[config.mk]
export PLATFORM = sky130hd
export DESIGN_NAME = stepper_move_ramp_controller_core
export DESIGN_NICKNAME = d
export VERILOG_FILES = /design/src/sv/smrc_pkg.sv /design/src/sv/stepper_move_ramp_controller_core.sv
export SDC_FILE = /design/constraint.sdc
export NUM_CORES = 1
export LEC_CHECK = 0
export BUFFER_PORTS_ARGS = -buffer_cell sky130_fd_sc_hd__buf_4
export CORE_AREA = 2 2 161 163
export DETAILED_ROUTE_END_ITERATION = 16
export DIE_AREA = 0 0 163 165
export GPL_ROUTABILITY_DRIVEN = 0
export PLACE_DENSITY_LB_ADDON = 0.1
export SYNTH_ARGS = -nofsm -noshare
export SYNTH_HDL_FRONTEND = slang
export SYNTH_SLANG_ARGS = --single-unit
export TNS_END_PERCENT = 5
[constraint.sdc]
create_clock -name clk -period 3.6 [get_ports clk]
set_input_delay 0.36 -clock clk [delete_from_list [all_inputs] [get_ports clk]]
set_output_delay 0.36 -clock clk [all_outputs]
set_load 0.02 [all_outputs]
[src/sv/smrc_pkg.sv]
// Shared types, codes and reset values for the stepper move ramp controller.
package smrc_pkg;

  localparam int unsigned PULSE_DUTY_DIV_DEF = 2;

  localparam int unsigned POS_W    = 16;
  localparam int unsigned PERIOD_W = 16;
  localparam int unsigned RAMP_W   = 8;
  localparam int unsigned TORQUE_W = 8;
  localparam int unsigned CFG_W    = 16;

  localparam logic [POS_W-1:0]    MAX_TRAVEL_RST    = 16'd4000;
  localparam logic [PERIOD_W-1:0] START_PERIOD_RST  = 16'd1000;
  localparam logic [PERIOD_W-1:0] CRUISE_PERIOD_RST = 16'd200;
  localparam logic [RAMP_W-1:0]   RAMP_STEP_RST     = 8'd5;

  // Driver torque code is 150 * percent / 100.
  localparam int unsigned TORQUE_FULL   = 150;
  localparam logic [TORQUE_W-1:0] TORQUE_MOVING = TORQUE_W'((TORQUE_FULL * 90) / 100);
  localparam logic [TORQUE_W-1:0] TORQUE_IDLE   = TORQUE_W'((TORQUE_FULL * 10) / 100);

  typedef enum logic {
    FUNC_TICK = 1'b0,
    FUNC_MOVE = 1'b1
  } func_t;

  typedef enum logic [1:0] {
    ST_OK      = 2'd0,
    ST_ENDSTOP = 2'd1,
    ST_RANGE   = 2'd2
  } status_t;

  typedef enum logic [1:0] {
    CFG_MAX_TRAVEL    = 2'd0,
    CFG_START_PERIOD  = 2'd1,
    CFG_CRUISE_PERIOD = 2'd2,
    CFG_RAMP_STEP     = 2'd3
  } cfg_idx_t;

  typedef struct packed {
    logic [TORQUE_W-1:0] torque_code;
    logic [POS_W-1:0]    position;
    status_t             status;
    logic                done_res;
    logic                busy_res;
    logic                dir_out;
    logic                step_out;
  } result_t;

endpackage

[src/sv/stepper_move_ramp_controller_core.sv]
// Stepper move controller with a linear start ramp, one result per request.
//
// Input channel: each request is a time tick (tuser = 0) or a move command
// (tuser = 1) carrying a target position and the endstop level. Every
// accepted request yields exactly one result on the output channel: step
// pulse, direction, busy, done, status, position and driver torque code.
// The configuration port writes max travel, start period, cruise period and ramp
// step; the user must write it only while no result is outstanding (not enforced).
//
// The move state and the result register are both updated at the edge that
// accepts the request. Throughput is one request per cycle while the receiver
// keeps up, set by the single result register. A request is taken whenever
// the result register is empty or being drained in the same cycle, so a
// stalled receiver holds the result and back-pressures the input.
//
// Reset clears the move state and position, loads the default configuration
// and empties the result register.
module stepper_move_ramp_controller_core
  import smrc_pkg::*;
#(
  parameter int unsigned PULSE_DUTY_DIV = PULSE_DUTY_DIV_DEF
) (
  input  logic        clk,
  input  logic        rst_n,
  input  logic        in_tvalid,
  output logic        in_tready,
  input  logic [23:0] in_tdata,   // target[15:0], endstop_level[16], zero fill
  input  logic        in_tuser,   // func[0]
  output logic        out_tvalid,
  input  logic        out_tready,
  output logic [31:0] out_tdata,  // step_out, dir_out, busy_res, done_res, status[1:0],
                                  // position[15:0], torque_code[7:0], zero fill
  input  logic        cfg_we,
  input  logic [1:0]  cfg_index,
  input  logic [15:0] cfg_wdata
);

  localparam int unsigned DUTY_W = $clog2(PULSE_DUTY_DIV + 1);
  localparam int unsigned PROD_W = PERIOD_W + 1 + DUTY_W;

  // Configuration registers.
  logic [POS_W-1:0]    max_travel_r;
  logic [PERIOD_W-1:0] start_period_r;
  logic [PERIOD_W-1:0] cruise_period_r;
  logic [RAMP_W-1:0]   ramp_step_r;

  // Move state.
  logic [POS_W-1:0]    cur_position_r,  cur_position_nxt;
  logic [POS_W-1:0]    steps_left_r,    steps_left_nxt;
  logic [PERIOD_W-1:0] step_period_r,   step_period_nxt;
  logic [PERIOD_W-1:0] phase_count_r,   phase_count_nxt;
  logic [POS_W-1:0]    goal_position_r, goal_position_nxt;
  logic                move_dir_r,      move_dir_nxt;
  logic                moving_r,        moving_nxt;

  logic    out_valid_r;
  result_t res_r, res_nxt;

  logic                in_fire;
  func_t               func;
  logic [POS_W-1:0]    target;
  logic                endstop_hit;
  logic [PERIOD_W-1:0] per;
  logic [PERIOD_W:0]   phase_inc;
  logic [PROD_W-1:0]   phase_scaled;
  logic                pulse_high;
  logic [PERIOD_W-1:0] per_ramped;
  logic [POS_W-1:0]    distance;
  logic                step;
  logic                done;
  status_t             status;

  assign in_tready   = !out_valid_r || out_tready;
  assign in_fire     = in_tvalid && in_tready;
  assign func        = func_t'(in_tuser);
  assign target      = in_tdata[POS_W-1:0];
  assign endstop_hit = !in_tdata[POS_W];

  assign per          = (step_period_r != '0) ? step_period_r : PERIOD_W'(1);
  assign phase_inc    = {1'b0, phase_count_r} + (PERIOD_W+1)'(1);
  // phase < max(1, per / DIV) is the same as phase == 0 or (phase + 1) * DIV <= per.
  assign phase_scaled = PROD_W'(phase_inc) * PROD_W'(PULSE_DUTY_DIV);
  assign pulse_high   = (phase_count_r == '0) || (phase_scaled <= PROD_W'(per));
  assign per_ramped   = (per > cruise_period_r)
                        ? ((per > PERIOD_W'(ramp_step_r)) ? per - PERIOD_W'(ramp_step_r)
                                                          : PERIOD_W'(1))
                        : per;
  assign distance     = (cur_position_r > target) ? cur_position_r - target
                                                  : target - cur_position_r;

  always_comb begin
    cur_position_nxt  = cur_position_r;
    steps_left_nxt    = steps_left_r;
    step_period_nxt   = step_period_r;
    phase_count_nxt   = phase_count_r;
    goal_position_nxt = goal_position_r;
    move_dir_nxt      = move_dir_r;
    moving_nxt        = moving_r;
    step              = 1'b0;
    done              = 1'b0;
    status            = ST_OK;

    if (func == FUNC_MOVE) begin
      // A command that arrives during a move is dropped.
      if (!moving_r) begin
        if (target > max_travel_r) begin
          done   = 1'b1;
          status = ST_RANGE;
        end else begin
          move_dir_nxt      = cur_position_r > target;
          step_period_nxt   = (start_period_r != '0) ? start_period_r : PERIOD_W'(1);
          phase_count_nxt   = '0;
          goal_position_nxt = target;
          if (distance == '0) begin
            steps_left_nxt   = '0;
            cur_position_nxt = target;
            done             = 1'b1;
            status           = endstop_hit ? ST_ENDSTOP : ST_OK;
          end else begin
            steps_left_nxt = distance;
            moving_nxt     = 1'b1;
          end
        end
      end
    end else if (moving_r) begin
      if (endstop_hit) begin
        moving_nxt       = 1'b0;
        steps_left_nxt   = '0;
        phase_count_nxt  = '0;
        cur_position_nxt = goal_position_r;
        done             = 1'b1;
        status           = ST_ENDSTOP;
      end else begin
        step            = pulse_high;
        phase_count_nxt = phase_inc[PERIOD_W-1:0];
        if (phase_inc >= {1'b0, per}) begin
          phase_count_nxt = '0;
          steps_left_nxt  = steps_left_r - POS_W'(1);
          step_period_nxt = per_ramped;
          if (steps_left_r == POS_W'(1)) begin
            moving_nxt       = 1'b0;
            steps_left_nxt   = '0;
            cur_position_nxt = goal_position_r;
            done             = 1'b1;
          end
        end
      end
    end

    res_nxt.step_out    = step;
    res_nxt.dir_out     = move_dir_nxt;
    res_nxt.busy_res    = moving_nxt;
    res_nxt.done_res    = done;
    res_nxt.status      = status;
    res_nxt.position    = cur_position_nxt;
    res_nxt.torque_code = moving_nxt ? TORQUE_MOVING : TORQUE_IDLE;
  end

  always_ff @(posedge clk) begin
    if (!rst_n) begin
      max_travel_r    <= MAX_TRAVEL_RST;
      start_period_r  <= START_PERIOD_RST;
      cruise_period_r <= CRUISE_PERIOD_RST;
      ramp_step_r     <= RAMP_STEP_RST;
    end else if (cfg_we) begin
      case (cfg_idx_t'(cfg_index))
        CFG_MAX_TRAVEL:    max_travel_r    <= cfg_wdata;
        CFG_START_PERIOD:  start_period_r  <= cfg_wdata;
        CFG_CRUISE_PERIOD: cruise_period_r <= cfg_wdata;
        CFG_RAMP_STEP:     ramp_step_r     <= cfg_wdata[RAMP_W-1:0];
        default: ;
      endcase
    end
  end

  always_ff @(posedge clk) begin
    if (!rst_n) begin
      cur_position_r  <= '0;
      steps_left_r    <= '0;
      step_period_r   <= '0;
      phase_count_r   <= '0;
      goal_position_r <= '0;
      move_dir_r      <= 1'b0;
      moving_r        <= 1'b0;
    end else if (in_fire) begin
      cur_position_r  <= cur_position_nxt;
      steps_left_r    <= steps_left_nxt;
      step_period_r   <= step_period_nxt;
      phase_count_r   <= phase_count_nxt;
      goal_position_r <= goal_position_nxt;
      move_dir_r      <= move_dir_nxt;
      moving_r        <= moving_nxt;
    end
  end

  always_ff @(posedge clk) begin
    if (!rst_n) begin
      out_valid_r <= 1'b0;
    end else if (in_fire) begin
      out_valid_r <= 1'b1;
    end else if (out_tready) begin
      out_valid_r <= 1'b0;
    end
  end

  always_ff @(posedge clk) begin
    if (in_fire) begin
      res_r <= res_nxt;
    end
  end

  assign out_tvalid = out_valid_r;
  assign out_tdata  = {2'b00, res_r};

  // A running move always has steps to go and a nonzero period.
  a_moving_has_steps: assert property (@(posedge clk) disable iff (!rst_n)
    moving_r |-> (steps_left_r != '0) && (step_period_r != '0))
    else $error("move running with no steps left or zero period");

  // The phase counter stays inside the current period.
  a_phase_in_period: assert property (@(posedge clk) disable iff (!rst_n)
    moving_r |-> (phase_count_r < step_period_r))
    else $error("phase counter outside step period");

  // A finished move leaves the block idle, with a valid result that is not busy.
  a_done_idle: assert property (@(posedge clk) disable iff (!rst_n)
    (in_fire && res_nxt.done_res) |=> !moving_r && out_valid_r && !res_r.busy_res)
    else $error("move finished but block still busy");

  // The reported busy flag and position follow the move state.
  a_result_tracks_state: assert property (@(posedge clk) disable iff (!rst_n)
    in_fire |=> (res_r.busy_res == moving_r) && (res_r.position == cur_position_r))
    else $error("result does not match move state");

endmodule
==> results of run 1 <==
-- area by class of cell --
cell class | count | area share (%)
Inverter | 112 | 2.91
Sequential cell | 162 | 24.1
Clock inverter | 15 | 1.50
Multi-Input combinational cell | 1035 | 50.6
Timing Repair Buffer | 284 | 15.1
Tap cell | 330 | 2.85
Clock buffer | 17 | 2.94
-- registers in the layout, summed over array words and instances, names as in the netlist, 16 cells and up --
signal           flops
cruise_period_r     16
cur_position_r      16
max_travel_r        16
start_period_r      16
out_tdata           23
steps_left_r        16
phase_count_r       16
step_period_r       16
goal_position_r     16
-- placed cells by master, fill, tap and decap left out, types with 15 or more instances in the layout --
cell type,n
nor4_1,15
a221o_1,17
a21oi_1,111
buf_4,273
xnor2_1,16
o21ai_0,57
a21o_1,38
mux2i_1,28
inv_1,107
a22oi_1,19
nand3_1,29
ha_1,94
nor2_1,88
dfxtp_1,130
edfxtp_1,23
xor2_1,18
clkbuf_16,17
o211ai_1,16
and3_1,25
nand4_1,25
o31ai_1,18
nor3_1,19
nand2_1,172
-- worst paths after layout --
kind,startpoint,endpoint
setup / recovery,cur_position_r[12],cur_position_r[5]
hold / removal,cfg_wdata[5],start_period_r[5]
hold reg to reg,ramp_step_r[5],ramp_step_r[5]
setup reg to reg,cur_position_r[12],cur_position_r[5]
-- kinds of logic after synthesis --
family | after synthesis
AO/OA/AOI/OAI | 399
XOR/XNOR | 38
adder cells (fa/ha/maj) | 109
buffers and inverters | 202
flip-flops | 162
multiplexers | 31
other | 2
AND/OR/NAND/NOR | 449
-- repair_timing --
item,CTS,global route
resized for setup,30,68
pin swaps,17,21
gates cloned,1,1
buffers inserted,9,9
setup endpoints to repair,38,79
-- worst max-delay path, cell delays in order (launching register included) --
cell	delay [ns]
dfxtp_2	0.35
ha_1	0.30
nand4_1	0.21
a211oi_2	0.36
o21ai_4	0.17
a21oi_4	0.24
buf_4	0.15
mux2i_1	0.21
xor2_1	0.15
a2111o_1	0.43
nor4_4	0.23
buf_4	0.18
o31ai_4	0.07
buf_6	0.16
a221o_1	0.35
-- routing by layer --
metal  vias to the layer above  track usage (%)
met1                      5245             32.1
met2                       280             47.6
met5                         -                0
met4                         0             9.01
li1                       5429                -
met3                        74             3.72
-- power groups by stage --
stage,clock network (mW),registers [mW],logic (mW)
floorplan,0,1.98,0.639
global placement,0,1.98,1.07
detailed placement,0,1.98,1.08
CTS,2.01,1.93,1.11
global route,2.09,1.94,1.27
finish,1.99,1.93,1.16
-- through the flow --
stage          worst slack [ns]  instances  total power, mW  utilization, %
4_1_cts                 -0.0178       1945             5.05            56.5
3_5_place_dp             -0.337       1903             3.05            53.0
3_3_place_gp             -0.246       1903             3.04            53.0
5_1_grt                  -0.201       1955             5.30            57.8
6_report                -0.0766       1955             5.08            57.8
2_1_floorplan         -0.000362       1398             2.62               -
==> run metrics, run 1 <==
failing checks=negative setup slack; share of cells above drive strength 1=25.0%; Top Metal Used=met4; drt pass-1 iters=5; clock latency on the worst-skew pair=0.45 ns; Sum Neg Setup Slack=-0.709 ns; number of port buffers=66; Synth area leaders=dfxtp_1 25%, ha_1 12%, edfxtp_1 6.2%; EDFF count, synth=23; Mapped Cells=roughly 1400; main combinational cell family by area after synthesis=compound AO/OA/AOI/OAI gates; sequential group share of total power=38.1%; cells on worst reg2reg path=14; Rel. slew slack=around a third; Fin Clk Skew=0.0190 ns; Post-route DRC=0; max_cap viols=0; clock-pin slew on the worst setup and hold paths=about 0.09 ns; peak supply drop=between 0.2 and 0.3 mV; post-synth top area share=25.0%; worst hold path type=input port to register; synthesized area=0.0111 mm^2; vias per inst=roughly 5.6; XOR/XNOR share of the synthesized area=2.99%; via count=roughly 11000; number of fillers in the final layout=2298; Final Cycle Share=102%; hold buffers post-CTS=0; drt total wl=35200 um; total CTS buffers=17; power per cell area=351 mW/mm^2; final hold violation count=0; syn avg cell area=about 8.0 um^2; Leak=~6.4 nW; nets=1769; CP arrival=4.01 ns; die area=0.0269 mm^2; Min Clock Period, post-route=3.68 ns; cell with the most instances after synthesis=nand2_1; n_diodes=0; depth of the worst hold-timing path=3; CTS tree=yes; Synth warnings=0; Synth top cells by count=173 x nand2_1, 139 x dfxtp_1, 117 x a21oi_1; initial antenna violation count=0; worst-case clock buffer depth=2; Compound-Gate Fraction of Synth Area=24.0%; worst setup margin=-0.0766 ns; outcome=complete, but fails checks; clock power share=39.1%; multi-input logic area=approximately 0.0073 mm^2; Async SR Flop Fraction=0%; post-synthesis cell type count=83; Fin Hold WS=0.150 ns; Comb power frac=a little under a quarter; height of the die=~170 um; CP Launch Type=register; vias in the first global route=10654; Post-DP HPWL=between 20000 and 30000 um; Ports=just over 80; design area=roughly 0.014 mm^2; Reg area=about 0.0035 mm^2; Syn-to-layout area delta=29.9%; Worst Max-Slew Pin Slew=1.02 ns; H-tree Lvls=4; Slew Limit Fails=0; Rows=58; DR WL/cell=18.0 um; register bit total from synthesis=162; Post-Synth Adder-Cell Area=12.4%; fmax=272 MHz; total net switching power=1.70 mW; Chip Width=163 um; sequential area share after synthesis=31.2%; metal1 wirelength=15300 um; Crit Path Max Fanout=8; largest area contributor in the netlist=dfxtp_1; first-pass GRT wire length=between 50000 and 60000 um; Overflow after GRT=0; Sink Count=between 150 and 200; mux cell area share after synthesis=2.81%; Setup Viol. Count Final=17; Worst R2R Setup Slack=-0.08 ns; cell internal pwr=around 3.4 mW; gr usage total=26.4%; Placed Area=0.0133 mm^2; Req. time, crit path=3.93 ns; Antenna Nets Post-Route=0; Root Buffer=clkbuf_16; 1st-iter DRT viols=a little under 800; simple-gate share of the synthesized area=19.2%; Sw Share=33.5%; Initial Util=44.5%; pin count of the biggest net entering global routing=86; Core ar.=0.0250 mm^2; RSZ-0062 raised after global routing=yes; metal3 WL=1340 um; met2 wire length=17500 um; endpoint type of the worst setup path=register; Setup Crit Path Kind=register to register; main flop type after synthesis=dfxtp_1
Power figures use the tool's default switching activity.
==> inputs of run 2 (changes only) <==
ABC_AREA = 1   (was unset)
CORE_AREA = 4 4 170 172   (was 2 2 161 163)
DIE_AREA = 0 0 174 176   (was 0 0 163 165)
HOLD_SLACK_MARGIN = 0.15   (was unset)
==> run metrics, run 2 <==
die area=0.0306 mm^2; most common cell after layout, fill and taps aside=nand2_1; Comb power frac=between 30% and 40%; clock-pin slew on the worst setup and hold paths=0.08 ns; pre-CTS setup slack=-0.0154 ns; Rows=between 60 and 70; first-pass GRT wire length=~56000 um; Final Cycle Share=between 90% and 100%; CP arrival=3.68 ns; Rel. slew slack=approximately a third; Initial Util=44.1%; cell internal pwr=3.62 mW; register bit total from synthesis=around 160; Slew Limit Fails=0; gr usage total=22.4%; max reg flops=23; Ports=82; Root Buffer=clkbuf_16; placed cells=2209; Crit Path Max Fanout=7; worst setup margin=roughly 0.20 ns; cell with the most instances after synthesis=nand2_1; Synth warnings=0; DR WL/cell=approximately 15 um; Req. time, crit path=3.89 ns; Chip Width=174 um; Fin Clk Skew=0.0149 ns; Mapped Cells=about 1800; non-filler cells, final=2251; endpoint type of the worst setup path=register; Core ar.=0.0275 mm^2; height of the die=between 150 and 200 um; outcome=finished, final reports clean; drt pass-1 iters=5; hold path endpoint=max_travel_r[11]; Setup Viol. Count Final=0; Min Clock Period, post-route=3.40 ns; Antenna Nets Post-Route=0; vias per inst=slightly above 5; 1st-iter DRT viols=724; total net switching power=~2.2 mW; Crit Reg-Reg Endpoint=out_tdata[10]; worst hold path type=input port to register; Synth top cells by count=370 x nand2_1, 295 x inv_1, 174 x a21oi_1; total CTS buffers=17; largest area contributor in the netlist=dfxtp_1; cells on worst reg2reg path=23; initial antenna violation count=0; n_diodes=0; synthesized area=0.0121 mm^2; Async SR Flop Fraction=0%; vias in the first global route=11157; Post-route DRC=0; Worst Max-Slew Pin Slew=1.01 ns; power per cell area=412 mW/mm^2; syn avg cell area=between 6 and 7 um^2; CP Launch Type=register; design area=0.0142 mm^2; sequential area share after synthesis=28.6%; post-synth top area share=22.9%; nets=~2000; CTS tree=yes; Sw Share=38.2%; main flop type after synthesis=dfxtp_1; Sink Count=162; max_cap viols=0; drt total wl=34800 um; worst-case clock buffer depth=2; share of cells above drive strength 1=15.7%; Post-DP HPWL=26800 um; fmax=294 MHz; total chip power=5.86 mW; depth of the worst hold-timing path=3; Sum Neg Setup Slack=0 ns; EDFF count, synth=23; Placed Area=0.0133 mm^2; final hold violation count=0; Syn-to-layout area delta=17.5%; Worst R2R Setup Slack=0.20 ns; RSZ-0062 raised after global routing=yes; pin count of the biggest net entering global routing=59; Post-Route Utilization=51.8%; post-synthesis cell type count=48; peak supply drop=0.330 mV; number of port buffers=between 60 and 70; via count=11588; clock power share=32.0%; Overflow after GRT=0; R2R Path Start=phase_count_r[1]; H-tree Lvls=4; Synth area leaders=dfxtp_1 23%, nand2_1 11%, ha_1 11%; Leak=between 7 and 8 nW; clock latency on the worst-skew pair=0.44 ns; sequential group share of total power=34.5%; Setup Crit Path Kind=register to register; min-delay src=cfg_wdata[11]; most frequent cells in the layout=365 x nand2_1, 291 x inv_1, 173 x a21oi_1, 139 x buf_4, 136 x dfxtp_1; Fin Hold WS=0.165 ns
-- run 2: cell types whose count changed after synthesis, moves of 17 or more --
cell,previous run,this run
a21o_1,38,2
a21oi_1,117,174
a221o_1,17,0
a22oi_1,20,0
and3_1,25,1
inv_1,111,295
mux2i_1,29,0
nand2_1,173,370
nand2_2,0,26
nand3_1,31,129
nand3_2,0,31
o21ai_0,63,142
o31ai_1,18,1
xnor2_1,19,2
-- run 2: cell families after synthesis --
kind of cell    share of synthesized area, %
simple gates                            28.3
buf+inv                                 12.9
compound gates                          16.3
flops                                   28.6
fa+ha+maj                               11.4
xor+xnor                                2.46
other cells                           0.0619
-- run 2: power groups by stage --
stage               clock network, mW  logic [mW]  registers [mW]
floorplan                           0        1.32            2.08
global placement                    0        1.89            2.06
detailed placement                  0        1.91            2.06
CTS                              1.93        1.92            2.02
global route                     2.00        2.22            2.04
finish                           1.88        1.96            2.03
-- run 2: per-layer routing --
| layer | share of wire [%] | track usage, % | vias to the layer above |
|---|---|---|---|
| li1 | - | - | 6030 |
| met1 | 46 | 28.4 | 5335 |
| met2 | 50 | 40.8 | 186 |
| met3 | 2.5 | 2.48 | 37 |
| met4 | 1.7 | 5.81 | 0 |
| met5 | 0 | 0 | - |
-- run 2: area by class of cell --
class / instances / area [um^2]
repair buffers: 151 / 1260
multi-input cells: 1258 / 7320
repair inverters: 1 / 7.51
fillers: 2774 / 13200
clock inverters: 15 / 181
clock buffers: 17 / 425
flip-flops and latches: 162 / 3480
inverters: 301 / 1130
well taps: 346 / 433
-- run 2: worst max path at each step --
stage	start	endpoint	slack, ns	cells after the start
after floorplan	phase_count_r[0]	steps_left_r[13]	0.07	20
after global placement	phase_count_r[0]	step_period_r[15]	0.07	24
after detailed placement	phase_count_r[0]	step_period_r[3]	-0.02	23
after CTS	phase_count_r[0]	step_period_r[3]	0.02	20
after global routing	phase_count_r[1]	cur_position_r[4]	-0.07	23
final	phase_count_r[1]	out_tdata[10]	0.20	23
-- run 2: what timing repair did --
item	4_1_cts	5_1_grt
pin swaps	0	26
setup endpoints to repair	7	86
gates resized for setup	1	59
hold buffers	1	0
buffers inserted	0	6
cloned	0	3
hold endpoints to repair	1	0
-- run 2: critical path: stages (launching register included) --
cell and delay, ns:
dfxtp_2 0.37, buf_6 0.12, nand3_4 0.09, nor2_4 0.13, nand2_2 0.08, nor3_4 0.21, nand3_2 0.14, xor2_1 0.19
ha_1 0.29, nand2_1 0.05, inv_1 0.07, nand3_2 0.08, nor2_2 0.13, nand4_1 0.11, nor3_2 0.20, nor3_2 0.07
nand2_1 0.11, nand2_1 0.10, nand2_4 0.15, nand2_4 0.09, clkbuf_16 0.18, nand2_1 0.08, nand3_2 0.09, nand2_1 0.15
==> inputs of run 3 (changes only) <==
CELL_PAD_IN_SITES_DETAIL_PLACEMENT = 0   (was unset)
CELL_PAD_IN_SITES_GLOBAL_PLACEMENT = 1   (was unset)
CORE_AREA = 4 4 180 182   (was 4 4 170 172)
DIE_AREA = 0 0 184 186   (was 0 0 174 176)
SKIP_LAST_GASP = 1   (was unset)
==> run metrics, run 3 (synthesis results as in run 2) <==
Syn-to-layout area delta=17.2%; first-pass GRT wire length=between 50000 and 60000 um; Post-route DRC=0; drt total wl=36800 um; worst-case clock buffer depth=2; Rel. slew slack=28.7%; Reg area=0.00348 mm^2; pre-CTS setup slack=-0.109 ns; Worst Max-Slew Pin Slew=1.06 ns; number of port buffers=66; clock-pin slew on the worst setup and hold paths=approximately 0.080 ns; DR WL/cell=16.0 um; cell mode on critical path=nand2_2; number of fillers in the final layout=3277; Critical Path Slowest Stage Cell=dfxtp_4; max_cap viols=0; die area=0.0342 mm^2; Antenna Nets Post-Route=0; Core ar.=0.0306 mm^2; worst hold path type=input port to register; Min Clock Period, post-route=approximately 3.4 ns; peak supply drop=0.356 mV; most frequent cells in the layout=364 x nand2_1, 292 x inv_1, 170 x a21oi_1, 142 x buf_4, 137 x dfxtp_1; Chip Width=184 um; total CTS buffers=17; H-tree Lvls=4; outcome=finished, final reports clean; pin count of the biggest net entering global routing=102; power per cell area=413 mW/mm^2; endpoint type of the worst setup path=register; vias in the first global route=11280; metal3 WL=1140 um; Setup Viol. Count Final=0; met2 wire length=approximately 18000 um; gr usage total=21.6%; total chip power=about 5.9 mW; 1st-iter DRT viols=706; Final Cycle Share=95.1%; final hold violation count=0; Placed Area=0.0133 mm^2; initial antenna violation count=0; CTS tree=yes; Crit Path Max Fanout=7; via count=11560; drt pass-1 iters=5; fmax=292 MHz; design area=0.0142 mm^2; Rows=64; Overflow after GRT=0; metal1 wirelength=16800 um; Fin Hold WS=around 0.18 ns; max reg flops=23; worst setup margin=0.176 ns; Slew Limit Fails=0; CP Launch Type=register; Root Buffer=clkbuf_16; vias per inst=5.02; Ports=between 80 and 90; Sink Count=~160; share of cells above drive strength 1=15.5%; CP cell instances=ha_4 -> nand2_4 -> nor2_4 -> nand2_2 -> nor4_4 -> nand3_2 -> nand2_2 -> inv_2 -> ha_4 -> nand2_1 -> inv_1 -> nand3_1 -> nor2_1 -> nand4_1 -> nor3_2 -> nor3_2 -> nand2_2 -> a21oi_2 -> nor2_2 -> buf_6 -> clkinvlp_4 -> o21ai_1 -> a21oi_1; Setup Crit Path Kind=register to register; nets=slightly above 2000; clock latency on the worst-skew pair=between 0.4 and 0.5 ns; multi-input logic area=a little over 0.007 mm^2; Leak=7.08 nW; n_diodes=0; Req. time, crit path=roughly 4 ns; Critical Path Max Stage Delay=0.37 ns; Top Metal Used=met4; most common cell after layout, fill and taps aside=nand2_1; Post-DP HPWL=between 20000 and 30000 um; Fin Clk Skew=between 0.015 and 0.02 ns; CP arrival=3.75 ns; height of the die=186 um; Initial Util=approximately 40%; RSZ-0062 raised after global routing=yes
-- run 3: changes by cell type in the layout (fill, tap and decap cells not counted), sizes merged --
cell | before | now
buf | 148 | 150
clkinv | 9 | 8
dlygate4sd3 | 1 | 3
inv | 306 | 305
-- run 3: through the flow --
step	TNS, ns	std cells	utilization, %
finish	0	2303	46.5
global route	-1.44	2303	46.5
CTS	-0.0313	2297	45.7
detailed placement	-0.768	2261	43.6
global placement	-0.279	2261	43.6
floorplan	0	1802	-
-- run 3: area by class of cell --
cell class | instances | share of cell area (%)
Multi-Input combinational cell | 1258 | 51.1
Sequential cell | 162 | 24.5
Clock buffer | 19 | 3.20
Inverter | 301 | 7.98
Timing Repair Buffer | 153 | 8.74
Timing Repair inverter | 1 | 0.0528
Clock inverter | 13 | 0.951
Tap cell | 396 | 3.49
-- run 3: repair_timing --
item / CTS / global route
hold buffers: 3 / 0
gates cloned: 1 / 0
hold endpoints to repair: 3 / 0
resized for setup: 3 / 53
pin swaps: 0 / 20
setup endpoints to repair: 15 / 84
setup buffers: 0 / 6
-- run 3: path summary, 6_finish.rpt --
path              cells past startpoint                start             endpoint  slack (ns)
hold reg to reg                       2  goal_position_r[11]  goal_position_r[11]        0.45
hold / removal                        3        cfg_wdata[13]   start_period_r[13]        0.18
setup reg to reg                     23     phase_count_r[0]     step_period_r[0]        0.18
setup / recovery                     23     phase_count_r[0]     step_period_r[0]        0.18
-- run 3: worst max-delay path: cells and delay by family (launching register included) --
| family | cells | cell delay (ns) |
|---|---|---|
| flip-flops | 1 | 0.37 |
| AO/OA/AOI/OAI | 3 | 0.28 |
| adder cells (fa/ha/maj) | 2 | 0.40 |
| buffers and inverters | 4 | 0.50 |
| AND/OR/NAND/NOR | 14 | 1.74 |
-- run 3: routing by layer --
layer	up-vias	global-route usage [%]
met3	30	2.91
li1	6019	-
met1	5334	27.7
met5	-	0
met2	177	38.6
met4	0	5.03
-- run 3: power breakdown --
part	internal [mW]	switching [mW]	total (mW)
Sequential	1.96	0.0672	2.03
Combinational	0.723	1.26	1.98
Clock	0.963	0.898	1.86
Total	3.64	2.22	5.87
